[src/design/ngep_pkg.sv]
// Shared types and codes for the node group edge policy block.
package ngep_pkg;

	localparam int KEY_W = 64;
	localparam int GRP_W = 3;
	localparam int CMD_W = 2;
	localparam int STS_W = 2;
	localparam int MAT_W = 64;

	localparam logic [CMD_W-1:0] CMD_SET  = 2'd0;
	localparam logic [CMD_W-1:0] CMD_GET  = 2'd1;
	localparam logic [CMD_W-1:0] CMD_EDGE = 2'd2;

	localparam logic [STS_W-1:0] STS_OK   = 2'd0;
	localparam logic [STS_W-1:0] STS_MISS = 2'd1;
	localparam logic [STS_W-1:0] STS_FULL = 2'd2;

	localparam logic REG_ALLOW = 1'b0;
	localparam logic REG_DENY  = 1'b1;

	typedef struct packed {
		logic [CMD_W-1:0] command;
		logic [KEY_W-1:0] key_a;
		logic [KEY_W-1:0] key_b;
		logic [GRP_W-1:0] group_in;
	} in_word_t;

	typedef struct packed {
		logic [STS_W-1:0] status;
		logic [GRP_W-1:0] group_out;
		logic             edge_allowed;
	} out_word_t;

	// Word travelling down the row of cells; hit_a doubles as "placed" for a set.
	typedef struct packed {
		logic             vld;
		logic [CMD_W-1:0] cmd;
		logic [KEY_W-1:0] key_a;
		logic [KEY_W-1:0] key_b;
		logic [GRP_W-1:0] grp;
		logic             hit_a;
		logic [GRP_W-1:0] grp_a;
		logic             hit_b;
		logic [GRP_W-1:0] grp_b;
	} chain_t;

endpackage

[src/design/ngep_pol.sv]
// End of the row: turns the collected lookups into status, group and edge verdict.
module ngep_pol (
	input  logic                             clk,
	input  logic                             arst_n,
	input  ngep_pkg::chain_t                 word_in,
	input  logic [ngep_pkg::MAT_W-1:0]       allow_matrix,
	input  logic [ngep_pkg::MAT_W-1:0]       deny_matrix,
	output logic                             result_valid,
	output ngep_pkg::out_word_t              result
);
	import ngep_pkg::*;

	out_word_t                        res_d;
	logic [2*GRP_W-1:0]               bit_sel;
	out_word_t                        res_q;
	logic                             vld_q;

	always_comb begin
		res_d   = '0;
		bit_sel = {word_in.grp_a, word_in.grp_b};
		unique case (word_in.cmd)
			CMD_SET: begin
				res_d.status = word_in.hit_a ? STS_OK : STS_FULL;
			end
			CMD_GET: begin
				res_d.status    = word_in.hit_a ? STS_OK : STS_MISS;
				res_d.group_out = word_in.hit_a ? word_in.grp_a : '0;
			end
			CMD_EDGE: begin
				// A non-empty allow list overrides the deny list.
				res_d.edge_allowed = (allow_matrix != '0) ? allow_matrix[bit_sel]
				                                          : !deny_matrix[bit_sel];
			end
			default: begin
				res_d = '0;
			end
		endcase
	end

	always_ff @(posedge clk or negedge arst_n) begin
		if (!arst_n) begin
			vld_q <= 1'b0;
		end else begin
			vld_q <= word_in.vld;
		end
	end

	always_ff @(posedge clk) begin
		res_q <= res_d;
	end

	assign result_valid = vld_q;
	assign result       = res_q;

endmodule

[config.mk]
export PLATFORM = sky130hd
export DESIGN_NAME = ngep_pol
export DESIGN_NICKNAME = d
export VERILOG_FILES = /design/src/design/ngep_pkg.sv /design/src/design/ngep_pol.sv
export SDC_FILE = /design/constraint.sdc
export NUM_CORES = 1
export LEC_CHECK = 0
export BUFFER_PORTS_ARGS = -buffer_cell sky130_fd_sc_hd__buf_4
export CAP_MARGIN = 20
export CORE_AREA = 10 10 100 102
export DETAILED_ROUTE_END_ITERATION = 10
export DIE_AREA = 0 0 110 112
export PLACE_DENSITY = 0.67
export SYNTH_ARGS = -nofsm -noshare
export SYNTH_HDL_FRONTEND = slang
export SYNTH_SLANG_ARGS = --single-unit
[constraint.sdc]
create_clock -name clk -period 0.8 [get_ports clk]
set_input_delay 0.04 -clock clk [delete_from_list [all_inputs] [get_ports clk]]
set_output_delay 0.04 -clock clk [all_outputs]
set_load 0.05 [all_outputs]
==> flow_summary.ini <==
[yosys]
synth_largest_area_cell = mux4_2
syn-cell-area_sq_mm = 0.001479
synth_edf_count = 0
synth-async-reset-ratio = 0.1429
synth_fp_nets = 430
ys_seq_elements = 7
syn_avg_cell_area_sq_um = 9.360
synth_top_area_share = 0.2589
synthTopCellsByArea = mux4_2, mux2i_1, dfxtp_1, nor4_1, nand2_1
seq_area_frac_synth = 0.09814
synth_warnings = 0
ys.flop_type = dfxtp_1
synth_cell_types = 39
synth_cells = 158

[clock_network]
cts_tree = yes
clockBufferDepth = 2
cts_sinks = 7
cts_root_buffer = clkbuf_8
htreeDepth = 1
path_clk_slew_ps = 40
cts_buffers = 3

[setup_path]
crit_required_ps = 920
crit_buf_inv = 2
max_stage_delay_ps = 520
crit_path_top_delay_cell = mux4_2
cp.arrival_ps = 1530
crit_top_cell = buf_12
cp.depth = 7
crit_type = input port to flop
crit_chain = buf_12, buf_12, mux4_2, o2111ai_2, nand3_1, or3_1, o311ai_1
worstSetupEndpointType = flop
path_delay_family = multiplexers
crit_path_start_kind = input port
critPathMaxFanout = 7

[die]
core_sq_mm = 0.008051
dieArea_sq_mm = 0.01232
die_y_um = 112
dieWidth_um = 110
io_pins = 279
start_util = 0.1837
row_count = 33

[global_routing]
grt_max_degree = 14
first_global_vias = 2462
grt_pass1_wl_mm = 12.63
grtUsageTotal = 0.1275
antenna_found_initial = 0
grt_overflow = 0

[sta]
rsz0062_at_grt = yes
period_minus_slack_ps = 1411
fmax_mhz = 708.7
slew_headroom = 0.7806
finalCritPeriodShare = 1.764
fin_ws_ps = -610.9
worst_pin_slew_ps = 326.3
slew_viol_final = 0
finalSetupViolations = 1
finalHoldViolCount = 0

[routing]
route.final.wire_length_mm = 8.285
viasPerCell = 4.719
first_pass_iters = 4
num_vias = 2119
initialDrtViolationCount = 84
post-route-drc-count = 0
postRouteAntennaNets = 0
wl_per_cell_um = 18.45

[placement]
place_area_sq_mm = 0.002975
hpwlAfterDp_mm = 7.491
dp_cells = 439
gp_congestion = 0.8226
portBuffers = 146

[power]
seq_power_share = 0.159
power_frac_clock = 0.203
switching_power_mw = 0.6983
swShare = 0.2987
ir_worst_vdd_uv = 372.2
p_per_area_mw_per_mm2 = 738.4
p_leak_nw = 1.465
p_int_mw = 1.639
combPwrFrac = 0.639

[final_layout]
instances_no_fill = 449
design_area_sq_mm = 0.003166
nNetsFinal = 617
antennaDiodeCount = 0
syn2layout_area_growth_pct = 114.0
drive_gt1_frac = 0.6453
nFillCells = 835
final_util = 0.3932

[min_path]
min_path_cells = 2
hold_path_class = input port to flop

[status]
run_status = finished, violations left
violations = setup timing

[job]
max_cap_viol_count = 0
## Yosys cell counts (3+ instances only)
cell type / number
mux2i_1: 25
nand2_1: 18
mux4_2: 17
nor4_1: 16
a21oi_1: 7
dfxtp_1: 6
nand4_1: 6
nor2b_1: 6
a211oi_1: 5
a22oi_1: 5
nand3_1: 5
buf_2: 4
buf_6: 4
and2_1: 3
nor2_1: 3
## power groups by stage
stage	clock network, mW	logic, mW	registers, mW
finish	0.473	1.49	0.371
global route	0.507	1.61	0.372
CTS	0.484	1.50	0.371
detailed placement	0	1.43	0.376
global placement	0	1.40	0.377
floorplan	0	0.523	0.427
## area by class of cell
cell class	count	area (sq um)	area share
clock buffers	4	45.04	0.01423
well taps	105	131.4	0.04150
inverters	1	3.754	0.001186
repair buffers	193	1530	0.4834
multi-input cells	139	1310	0.4138
flip-flops and latches	7	145.1	0.04585
## registers in the layout (all words and copies together) (netlist names)
signal        cells
result            6
result_valid      1
## path summary, 6_finish.rpt
check / from / endpoint / slack (ps)
worst max-delay path: word_in[1] / result[0]$_SDFF_PP0_ / -610
worst min-delay path: word_in[7] / result[4]$_DFF_P_ / 7
max in group asynchronous: arst_n / result_valid$_DFF_PN0_ / 590
min in group asynchronous: arst_n / result_valid$_DFF_PN0_ / 130
## layer usage
metal | vias up | GRT usage | part of all wire
met5 | - | 0 | 0
met4 | 0 | 0.01389 | 0.0074
met3 | 8 | 0.04498 | 0.10
met2 | 95 | 0.2226 | 0.49
met1 | 980 | 0.1489 | 0.39
li1 | 1036 | - | -
## logic make-up (layout without fill, tap and decap cells)
| logic type | after synthesis | after routing | synth area share |
|---|---|---|---|
| AOI/OAI and AO/OA | 27 | 27 | 0.1337 |
| buffers and inverters | 12 | 198 | 0.05414 |
| and+or+nand+nor | 66 | 66 | 0.2454 |
| muxes | 46 | 46 | 0.4687 |
| DFF | 7 | 7 | 0.09814 |
## placed cells by master, fill, tap and decap left out, types with 2 or more instances in the layout
master and n:
nor2_1 3, dfxtp_1 6, buf_12 5, buf_6 3, a21oi_1 7, mux4_2 18
nor4_1 11, a31oi_1 2, mux2_2 2, nand2_1 18, a2bb2oi_1 2, nor4_4 2
mux2i_1 25, a211oi_1 4, nor2b_1 6, clkbuf_8 3, buf_4 182, nor4_2 3
nand3_1 5, a22oi_1 5, and2_1 3, nand4_1 6, dlygate4sd3_1 3
## what timing repair did
item	CTS	global route
pin swaps	6	0
setup buffers	3	0
hold buffers	3	0
endpoints found under the hold margin	3	0
resized for setup	15	1
endpoints found under the setup margin	2	2
## metrics by stage
| stage | hold WS (ps) | setup WS, ps | power (mW) | setup TNS, ps |
|---|---|---|---|---|
| finish | 6.683 | -610.9 | 2.337 | -610.9 |
| detailed placement | -183.5 | -984.4 | 1.804 | -984.4 |
| CTS | 0.7905 | -631.9 | 2.357 | -631.9 |
| global route | 17.02 | -727.3 | 2.491 | -730.2 |
| global placement | -184.3 | -943.2 | 1.782 | -943.2 |
| floorplan | -255.6 | -575.0 | 0.9500 | -575.0 |
Note: power is estimated with default switching activity, not from simulation.
