### src/design/ngep_pkg.sv
// Shared types and codes for the node group edge policy block.
package ngep_pkg;

	localparam int KEY_W = 64;
	localparam int GRP_W = 3;
	localparam int CMD_W = 2;
	localparam int STS_W = 2;
	localparam int MAT_W = 64;

	localparam logic [CMD_W-1:0] CMD_SET  = 2'd0;
	localparam logic [CMD_W-1:0] CMD_GET  = 2'd1;
	localparam logic [CMD_W-1:0] CMD_EDGE = 2'd2;

	localparam logic [STS_W-1:0] STS_OK   = 2'd0;
	localparam logic [STS_W-1:0] STS_MISS = 2'd1;
	localparam logic [STS_W-1:0] STS_FULL = 2'd2;

	localparam logic REG_ALLOW = 1'b0;
	localparam logic REG_DENY  = 1'b1;

	typedef struct packed {
		logic [CMD_W-1:0] command;
		logic [KEY_W-1:0] key_a;
		logic [KEY_W-1:0] key_b;
		logic [GRP_W-1:0] group_in;
	} in_word_t;

	typedef struct packed {
		logic [STS_W-1:0] status;
		logic [GRP_W-1:0] group_out;
		logic             edge_allowed;
	} out_word_t;

	// Word travelling down the row of cells; hit_a doubles as "placed" for a set.
	typedef struct packed {
		logic             vld;
		logic [CMD_W-1:0] cmd;
		logic [KEY_W-1:0] key_a;
		logic [KEY_W-1:0] key_b;
		logic [GRP_W-1:0] grp;
		logic             hit_a;
		logic [GRP_W-1:0] grp_a;
		logic             hit_b;
		logic [GRP_W-1:0] grp_b;
	} chain_t;

endpackage

### src/design/ngep_cell.sv
// One table entry: compares the passing word against its key and updates itself on a set.
module ngep_cell (
	input  logic            clk,
	input  logic            arst_n,
	input  ngep_pkg::chain_t word_in,
	output ngep_pkg::chain_t word_out,
	output logic            occupied
);
	import ngep_pkg::*;

	logic             valid_q;
	logic [KEY_W-1:0] key_q;
	logic [GRP_W-1:0] grp_q;
	chain_t           next_word;
	chain_t           word_s1;
	logic             set_cmd;
	logic             hit_a;
	logic             hit_b;
	logic             claim;

	always_comb begin
		set_cmd   = word_in.vld && (word_in.cmd == CMD_SET);
		hit_a     = valid_q && (key_q == word_in.key_a);
		hit_b     = valid_q && (key_q == word_in.key_b);
		// Entries fill from the bottom, so the first free cell lies past any match.
		claim     = set_cmd && !valid_q && !word_in.hit_a;
		next_word = word_in;
		if (hit_a) begin
			next_word.hit_a = 1'b1;
			next_word.grp_a = grp_q;
		end
		if (claim) begin
			next_word.hit_a = 1'b1;
		end
		if (hit_b) begin
			next_word.hit_b = 1'b1;
			next_word.grp_b = grp_q;
		end
	end

	always_ff @(posedge clk or negedge arst_n) begin
		if (!arst_n) begin
			valid_q <= 1'b0;
		end else if (claim) begin
			valid_q <= 1'b1;
		end
	end

	always_ff @(posedge clk) begin
		if (claim) begin
			key_q <= word_in.key_a;
		end
		if (claim || (set_cmd && hit_a)) begin
			grp_q <= word_in.grp;
		end
	end

	always_ff @(posedge clk or negedge arst_n) begin
		if (!arst_n) begin
			word_s1 <= '0;
		end else begin
			word_s1 <= next_word;
		end
	end

	assign word_out = word_s1;
	assign occupied = valid_q;

endmodule

### config.mk
export PLATFORM = sky130hd
export DESIGN_NAME = ngep_cell
export DESIGN_NICKNAME = d
export VERILOG_FILES = /design/src/design/ngep_pkg.sv /design/src/design/ngep_cell.sv
export SDC_FILE = /design/constraint.sdc
export NUM_CORES = 1
export LEC_CHECK = 0
export ABC_AREA = 1
export BUFFER_PORTS_ARGS = -buffer_cell sky130_fd_sc_hd__buf_4
export CORE_MARGIN = 5
export CORE_UTILIZATION = 30
export CTS_CLUSTER_DIAMETER = 30
export DETAILED_ROUTE_END_ITERATION = 16
export PLACE_DENSITY = 0.6
export SYNTH_ARGS = -nofsm -noshare
export SYNTH_HDL_FRONTEND = slang
export SYNTH_SLANG_ARGS = --single-unit
### constraint.sdc
create_clock -name clk -period 2.7 [get_ports clk]
set_clock_uncertainty 0.15 [all_clocks]
set_input_delay 0.27 -clock clk [delete_from_list [all_inputs] [get_ports clk]]
set_output_delay 0.27 -clock clk [all_outputs]
set_load 0.02 [all_outputs]
==> key figures, run 1 <==
Timing
  • Hold Fails Final Rpt: 0
  • Post-route minimum period: 2.09 ns
  • Worst Max-Slew Pin Slew: 0.645 ns
  • Final setup vio count: 0
  • RSZ-0062 raised after global routing: no
  • Fin crit share: 77.2%
  • Slew headroom: 57.0%
  • F_max: 480 MHz
  • Fin. max-slew vios: 0
  • Fin Setup TNS: 0 ns

Cells and area
  • Multi-input logic area: 0.00190 mm2
  • Layout area overhead: 73.6%
  • Layout Nets: 1,398
  • Share of layout cells above drive strength 1: 31.4%
  • Sequential Area: 0.00559 mm2
  • Fill cell count: 2,256
  • Non-Filler Instances: 1,631

GRT
  • First-pass GRT wire length: 41,700 um
  • GRT Total Usage: 17.9%
  • Vias in the first global route: 7,400
  • Largest net degree at the start of global routing: 65
  • Initial antenna violation count: 2
  • Total grt overflow: 0

Routing
  • DRC viols: 0
  • DR vias: 6,835
  • Final wirelength: 27,200 um
  • Vias per cell: 4.19
  • Final ANT Viol Nets: 0
  • DRT Pass-1 Iters: 5
  • Detailed Route Iter0 Violations: 293
  • WL/cell: 16.7 um

Placed design
  • Placed cell count: 1,394
  • Post-DP HPWL: 19,800 um
  • GP Congestion: 0.802
  • # port buffers: 286

Synth
  • Fraction of registers with async set/reset: 68.1%
  • Post-Syn Area: 0.00797 mm2
  • Count leader, synth: nand2_1
  • Post-synth top area share: 44.9%
  • Netlist cell types: 22
  • Ys flop type: dfrtp_1
  • Sequential share of the synthesized area: 70.1%
  • Post-synth EDFFs: 67
  • Mapped Cells: 770
  • Syn avg cell area: 10.4 um2
  • Area contributors post-synth: dfrtp_1 45%, edfxtp_1 25%, nand2_1 12%, inv_1 5.1%, nor2_1 3.6%
  • YS warnings: 0
  • Net Count, Synth: 914
  • Largest area contributor in the netlist: dfrtp_1
  • #FFs+latches synth: 210
  • List of most frequent post-synthesis cells: 262 x nand2_1, 143 x dfrtp_1, 109 x inv_1

Setup path
  • CP max-delay cell: dlygate4sd3_1
  • Nature of the critical path endpoint: register
  • Worst Path Required: 2.72 ns
  • CP max stage delay: 0.55 ns
  • Startpoint Class: input port
  • Cell Chain, Critical Path: dlygate4sd3_1 > buf_4 > nor3b_1 > nand3_1 > clkinv_2 > buf_12
  • Critical Setup Path Class: in2reg
  • CP delay by family, top: buffers and inverters
  • WP buf/inv: 4
  • Worst Path Arrival: 2.10 ns
  • CP Max Fanout: 64

CTS
  • Clk slew on worst S/H paths: 0.04 ns
  • # Post-CTS Setup Buffers: 0
  • PostCTS Resize Cnt: 0
  • Clk buf depth: 3
  • CTS sink count: 210
  • Clk root buf: clkbuf_16
  • CTS tree: yes
  • Hold buffers post-CTS: 143
  • Total CTS buffers: 50
  • H-tree depth: 2
  • Clk Latency, worst-skew pair: 0.52 ns

Flow run
  • Max-Cap Viols: 0

Power
  • Internal: 8.38 mW
  • Max IR drop VDD: 0.537 mV
  • Clock Power Share: 59.1%
  • Switch share: 21.8%
  • Static Leak: 6.79 nW
  • PD cells: 774 mW/mm2
  • Combinational Power Share: 8.8%
  • Psw: 2.33 mW
  • Register share of total power: 32.1%

Hold path
  • Tightest Hold Check Type: in2async

Floorplanning
  • Die Height: 173 um
  • Core area: 0.0261 mm2
  • Die Area: 0.0299 mm2
  • I/O pin count: 287
  • Row cnt: 59
  • Initial Util: 30.5%
  • Die Span X: 173 um

Status
  • Outcome: completed
[power groups by stage]
stage | Clock (mW) | Sequential (mW) | Combinational, mW
after floorplan | 0 | 3.63 | 0.114
after global placement | 0 | 3.48 | 0.776
after detailed placement | 0 | 3.48 | 0.781
after CTS | 6.43 | 3.44 | 0.955
after global routing | 6.61 | 3.44 | 1.02
final | 6.33 | 3.44 | 0.946
[cells in the final DEF, fill, tap and decap left out, types with 4 or more instances in the layout]
cell type        n
inv_2           18
clkinv_2        11
dlygate4sd3_1  143
o22ai_1          4
clkbuf_1         7
inv_1          108
buf_4          286
nand2_1        262
nand4_1          7
o21ai_0         18
nor2_2           4
xnor2_1         23
o21ai_1         17
bufinv_16        7
edfxtp_1        67
clkbuf_16       56
clkinv_4         4
clkbuf_8         4
dfrtp_1        143
nor2_1          76
nand3_1          8
[kinds of logic (layout without fill, tap and decap cells)]
logic type / Yosys count / in the layout / synth area share, %
XOR/XNOR: 26 / 26 / 2.86
other: 0 / 1 / 0
AO/OA/AOI/OAI: 40 / 40 / 2.61
flip-flops: 210 / 210 / 70.1
buffers and inverters: 128 / 653 / 6.03
AND/OR/NAND/NOR: 366 / 366 / 18.4
[path summary, 6_finish.rpt]
path / start / endpoint / slack (ns) / depth (start not counted)
setup / recovery: word_in[140] / key_q[40] / 0.61 / 6
hold reg to reg: grp_q[1] / word_out[5] / 0.41 / 2
setup reg to reg: key_q[54] / word_out[1] / 0.71 / 8
max in group asynchronous: arst_n / word_out[119] / 1.45 / 3
min in group clk: word_in[141] / word_out[141] / 0.26 / 2
hold / removal: arst_n / word_out[21] / 0.16 / 2
[sequential cells by signal, indices dropped and copies added, names as in the netlist]
register and flops:
word_out 142, key_q 64, grp_q 3, occupied 1
[metal layers]
metal	up-vias	share of wire, %	global-route usage, %
met2	250	50	30.8
met5	-	0.048	0
li1	3348	-	-
met1	3188	41	21.7
met4	2	2.6	6.55
met3	47	6.4	4.56
[cell type report]
cell class	count	area share, %
Antenna cell	1	0.0181
Clock buffer	67	10.7
Clock inverter	26	2.41
Inverter	128	3.48
Multi-Input combinational cell	432	13.7
Sequential cell	210	40.4
Tap cell	335	3.03
Timing Repair Buffer	432	26.2
[through the flow]
stage | area [um2] | hold WS (ns) | utilization, % | setup WS, ns | total power, mW
2_1_floorplan | 7970 | -0.176 | - | 0.182 | 3.74
3_3_place_gp | 10600 | 0.155 | 40.5 | 0.707 | 4.26
3_5_place_dp | 10600 | 0.163 | 40.5 | 0.677 | 4.27
4_1_cts | 13800 | 0.177 | 53.0 | 0.660 | 10.8
5_1_grt | 13800 | 0.206 | 53.0 | 0.533 | 11.1
6_report | 13800 | 0.163 | 53.0 | 0.615 | 10.7
(Power assumes the default switching activity.)
==> inputs of run 2 (changes only) <==
- ABC_AREA: 1 -> 0
- PLACE_DENSITY: 0.6 -> 0.63
- clock period: 2.7 -> 1.79 ns (I/O delays scaled with it)
==> key figures, run 2 <==
Setup path
  • Critical Setup Path Class: reg2reg
  • CP Max Fanout: 5
  • Worst Path Arrival: 2.36 ns
  • Worst Path Required: 1.87 ns
  • Startpoint Class: register
  • Nature of the critical path endpoint: register

Timing
  • Fin crit share: 127%
  • Hold Fails Final Rpt: 0
  • Final setup vio count: 11
  • RSZ-0062 raised after global routing: yes
  • Post-route minimum period: 2.28 ns
  • Worst Max-Slew Pin Slew: 0.401 ns
  • WHS: 0.166 ns
  • F_max: 439 MHz
  • Fin. max-slew vios: 0
  • Setup ws final: -0.487 ns
  • Slew headroom: 73.3%
  • Fin Setup TNS: -4.72 ns

Synth
  • Net Count, Synth: 557
  • YS warnings: 0
  • Mapped Cells: 413
  • Post-Syn Area: 0.00718 mm2
  • Sequential share of the synthesized area: 77.9%
  • Fraction of registers with async set/reset: 68.1%
  • Largest area contributor in the netlist: dfrtp_1
  • List of most frequent post-synthesis cells: 143 x dfrtp_1, 91 x xnor2_1, 67 x edfxtp_1
  • Syn avg cell area: 17.4 um2
  • Post-synth top area share: 49.8%
  • Area contributors post-synth: dfrtp_1 50%, edfxtp_1 28%, xnor2_1 11%, xor2_1 2.6%, nand4_1 1.9%
  • Post-synth EDFFs: 67
  • Ys flop type: dfrtp_1
  • Netlist cell types: 29
  • Count leader, synth: dfrtp_1
  • #FFs+latches synth: 210

CTS
  • CTS tree: yes
  • Total CTS buffers: 46
  • CTS sink count: 210
  • Clk root buf: clkbuf_16
  • Clk Latency, worst-skew pair: 0.52 ns
  • Clk slew on worst S/H paths: 0.05 ns
  • H-tree depth: 2
  • Clk buf depth: 3

Floorplanning
  • Die Area: 0.0271 mm2
  • I/O pin count: 287
  • Die Span X: 165 um
  • Core area: 0.0235 mm2
  • Die Height: 165 um
  • Row cnt: 56
  • Initial Util: 30.5%

Cells and area
  • Non-Filler Instances: 1,354
  • Layout Nets: 1,141
  • Most frequent cells in the layout: 380 x buf_4, 144 x dlygate4sd3_1, 142 x dfrtp_1
  • Most common cell after layout, fill and taps aside: buf_4
  • Fill cell count: 1,834
  • Multi-input logic area: 0.00185 mm2
  • Fin util: 59.3%
  • Number of flip-flops in the largest register: 142
  • Sequential Area: 0.00559 mm2
  • Layout area overhead: 94.4%
  • Antenna cells: 0
  • Share of layout cells above drive strength 1: 50.0%

Power
  • Static Leak: 6.21 nW
  • Psw: 3.50 mW
  • Combinational Power Share: 10.3%
  • Register share of total power: 34.4%
  • PD cells: 1080 mW/mm2
  • Max IR drop VDD: 0.791 mV
  • Final Power: 15.1 mW
  • Clock Power Share: 55.3%
  • Internal: 11.6 mW
  • Switch share: 23.2%

GRT
  • First-pass GRT wire length: 38,300 um
  • Initial antenna violation count: 0
  • Total grt overflow: 0
  • Largest net degree at the start of global routing: 46
  • Vias in the first global route: 6,529
  • GRT Total Usage: 18.9%

Placed design
  • # port buffers: 286
  • Placed cell count: 1,115
  • GP Congestion: 0.788
  • Post-DP HPWL: 17,500 um

Routing
  • DRC viols: 0
  • WL/cell: 19.3 um
  • Final wirelength: 26,100 um
  • DR vias: 5,742
  • Final ANT Viol Nets: 0
  • DRT Pass-1 Iters: 4
  • Detailed Route Iter0 Violations: 287
  • Vias per cell: 4.24

Status
  • Outcome: finished, violations left
  • Failing checks: setup timing

Flow run
  • Max-Cap Viols: 0

Hold path
  • Tightest Hold Check Type: in2reg
[run 2: cell types whose count changed in the layout (fill, tap and decap cells not counted), sizes merged, moves of 33 or more]
cell,previous run,this run
buf,289,391
nand2,264,2
o21ai,35,2
inv,129,20
xnor2,23,91
nor2,83,1
[run 2: stage by stage]
step,instance area (um2),setup WS (ns)
after global placement,10600,-0.915
after CTS,13800,-0.577
after floorplan,7210,-1.04
final,14000,-0.487
after detailed placement,10600,-0.910
after global routing,14000,-0.632
[run 2: layout make-up]
type | count | share of cell area, %
sequential | 210 | 40.1
timing repair buffer | 536 | 32.2
multi-input combinational | 190 | 13.2
clock buffer | 55 | 9.01
tap | 319 | 2.86
clock inverter | 31 | 2.29
inverter | 13 | 0.350
[run 2: what timing repair did]
item                                   4_1_cts  5_1_grt
cloned                                       0        1
hold buffers                               144        0
buffers inserted                             4        4
pin swaps                                   13        8
gates resized for setup                     36        9
setup endpoints to repair                   11       75
endpoints found under the hold margin      356        0
[run 2: path summary, 6_finish.rpt]
path	start	endpoint	slack, ns	cells past startpoint
setup reg to reg	key_q[8]	grp_q[2]	-0.49	7
hold / removal	word_in[15]	word_out[15]	0.17	2
hold reg to reg	grp_q[2]	word_out[6]	0.37	1
setup / recovery	key_q[8]	grp_q[2]	-0.49	7
max in group asynchronous	arst_n	word_out[53]	0.34	4
min in group asynchronous	arst_n	word_out[36]	0.53	3
[run 2: cell families (layout without fill, tap and decap cells)]
| logic type | count (synthesis) | count (layout) | share of synthesized area (%) |
|---|---|---|---|
| flip-flops | 210 | 210 | 77.9 |
| AND/OR/NAND/NOR | 53 | 53 | 4.86 |
| XOR/XNOR | 112 | 112 | 13.7 |
| multiplexers | 6 | 6 | 0.941 |
| AO/OA/AOI/OAI | 19 | 19 | 2.00 |
| buffers and inverters | 13 | 635 | 0.680 |
[run 2: critical path, stage by stage (launching register included)]
cell and delay [ns]:
edfxtp_1 0.44, xor2_1 0.18, nor4_2 0.25, buf_4 0.15
nand4_1 0.13, nor4_4 0.35, buf_6 0.17, a31o_4 0.16
[run 2: metal layers]
metal | GRT usage [%] | share of wire, % | routed length, um
met5 | 0 | 0 | 0
met4 | 5.37 | 2.5 | 648
met3 | 6.11 | 9.3 | 2430
met2 | 32.9 | 50 | 13100
met1 | 22.4 | 38 | 9950
[run 2: power by group through the flow]
stage               registers (mW)  clock network, mW  logic, mW
floorplan                     5.49                  0      0.158
global placement              5.26                  0       1.25
detailed placement            5.27                  0       1.26
CTS                           5.19               8.47       1.55
global route                  5.21               8.81       1.65
finish                        5.20               8.35       1.55
==> inputs of run 3 (changes only) <==
- SETUP_SLACK_MARGIN: unset -> 0.2
==> key figures, run 3 (synthesis gave the netlist of run 2 again) <==
Timing
  • Setup ws final: -0.627 ns
  • Fin. max-slew vios: 0
  • Fin Setup TNS: -6.97 ns
  • Fin crit share: 135%
  • Slew headroom: 73.6%
  • Final setup vio count: 75
  • Hold Fails Final Rpt: 0
  • Worst Max-Slew Pin Slew: 0.397 ns
  • F_max: 414 MHz
  • WHS: 0.168 ns
  • RSZ-0062 raised after global routing: yes
  • Post-route minimum period: 2.42 ns

Setup path
  • Reg2reg end: grp_q[0]
  • CP max stage delay: 0.43 ns
  • Crit path top cell by count: nor4_4
  • Startpoint Class: register
  • Nature of the critical path endpoint: register
  • Critical Setup Path Class: reg2reg
  • WP buf/inv: 1
  • Worst Path Arrival: 2.50 ns
  • Worst-case reg-to-reg path depth: 7
  • Cell Chain, Critical Path: xnor2_2 > nand4_1 > nor4_4 > nand3_2 > nor4_4 > buf_6 > a31o_4
  • CP max-delay cell: edfxtp_1
  • Origin of the critical flop-to-flop path: key_q[3]
  • CP delay by family, top: simple AND/OR/NAND/NOR gates
  • Worst Path Required: 1.87 ns
  • CP Max Fanout: 5
  • Worst reg2reg setup slack: -0.63 ns

Power
  • Clock Power Share: 55.2%
  • PD cells: 1050 mW/mm2
  • Combinational Power Share: 10.4%
  • Register share of total power: 34.3%
  • Final Power: 15.1 mW
  • Static Leak: 6.44 nW
  • Internal: 11.6 mW
  • Switch share: 23.3%
  • Max IR drop VDD: 0.793 mV
  • Psw: 3.52 mW

Floorplanning
  • Die Span X: 165 um
  • Die Height: 165 um
  • Row cnt: 56
  • Core area: 0.0235 mm2
  • I/O pin count: 287
  • Die Area: 0.0271 mm2
  • Initial Util: 30.5%

CTS
  • CTS tree: yes
  • Total CTS buffers: 46
  • CTS sink count: 210
  • Clk buf depth: 3
  • Clk Latency, worst-skew pair: 0.52 ns
  • Clk slew on worst S/H paths: 0.05 ns
  • H-tree depth: 2
  • Clk root buf: clkbuf_16

GRT
  • Initial antenna violation count: 0
  • GRT Total Usage: 19.9%
  • Total grt overflow: 0
  • Largest net degree at the start of global routing: 46
  • Vias in the first global route: 6,736
  • First-pass GRT wire length: 40,000 um

Cells and area
  • Antenna cells: 0
  • Share of layout cells above drive strength 1: 51.8%
  • Fin util: 61.4%
  • Fill cell count: 1,798
  • Layout area overhead: 101%
  • Layout Nets: 1,162
  • Most frequent cells in the layout: 377 x buf_4, 144 x dlygate4sd3_1, 142 x dfrtp_1
  • Multi-input logic area: 0.00189 mm2
  • Sequential Area: 0.00559 mm2
  • Number of flip-flops in the largest register: 142
  • Most common cell after layout, fill and taps aside: buf_4

Flow run
  • Max-Cap Viols: 0

Status
  • Outcome: finished, violations left
  • Failing checks: setup timing

Hold path
  • Hold path endpoint: word_out[15]
  • WHS Path Cells: 2
  • Tightest Hold Check Type: in2reg
  • HP Start: word_in[15]

Routing
  • DR vias: 5,898
  • Final ANT Viol Nets: 0
  • Vias per cell: 4.29
  • Final wirelength: 27,300 um
  • Detailed Route Iter0 Violations: 281
  • DRT Pass-1 Iters: 4
  • DRC viols: 0
  • WL/cell: 19.9 um

Placed design
  • Setup WS pre-CTS: -0.910 ns
  • GP Congestion: 0.788
  • # port buffers: 286
  • Post-DP HPWL: 17,500 um
==> run 3: cell count changes in the layout (fill, tap and decap cells not counted), moves of 3 or more <==
cell / before / now
buf_6: 5 / 14
buf_4: 380 / 377
xnor2_2: 16 / 25
buf_16: 0 / 9
xnor2_1: 75 / 66
buf_12: 6 / 13
==> run 3: worst max path at each step <==
stage,cells past startpoint,slack (ns),endpoint,start
floorplan,2,-1.04,grp_q[0],occupied
global placement,7,-0.92,grp_q[0],key_q[54]
detailed placement,7,-0.91,grp_q[2],key_q[54]
CTS,8,-0.58,grp_q[2],key_q[47]
global route,7,-0.75,grp_q[0],key_q[54]
finish,7,-0.63,grp_q[0],key_q[3]
==> run 3: layout make-up <==
class	count	share of cell area [%]
clock buffer	55	8.70
clock inverter	31	2.21
inverter	13	0.338
multi-input combinational	190	13.1
sequential	210	38.7
tap	319	2.76
timing repair buffer	557	34.2
==> run 3: worst reg2reg max path, cell delays in order, from the launching register on <==
cell and delay, ns:
edfxtp_1 0.43, xnor2_2 0.21, nand4_1 0.17, nor4_4 0.33, nand3_2 0.17, nor4_4 0.34, buf_6 0.17, a31o_4 0.16
==> run 3: power by group through the flow <==
stage / logic, mW / clock network (mW) / registers (mW)
2_1_floorplan: 0.158 / 0 / 5.49
3_3_place_gp: 1.25 / 0 / 5.26
3_5_place_dp: 1.26 / 0 / 5.27
4_1_cts: 1.57 / 8.47 / 5.19
5_1_grt: 1.67 / 8.81 / 5.21
6_report: 1.58 / 8.36 / 5.20
==> run 3: metal layers <==
layer / global-route usage (%) / share of wire [%] / up-vias
met2: 35.4 / 51 / 271
li1: - / - / 2682
met4: 5.14 / 2.1 / 0
met3: 6.46 / 9.4 / 44
met5: 0 / 0 / -
met1: 23.2 / 37 / 2901
==> run 3: what timing repair did <==
item / CTS / global route
setup endpoints to repair: 76 / 76
buffers inserted: 18 / 3
hold buffers: 143 / 1
gates resized for setup: 53 / 16
pin swaps: 14 / 11
cloned: 9 / 0
endpoints found under the hold margin: 356 / 2
==> run 3: stage by stage <==
step	instances	instance area, um2
2_1_floorplan	413	7210
3_3_place_gp	1115	10600
3_5_place_dp	1115	10600
4_1_cts	1371	14300
5_1_grt	1375	14400
6_report	1375	14400
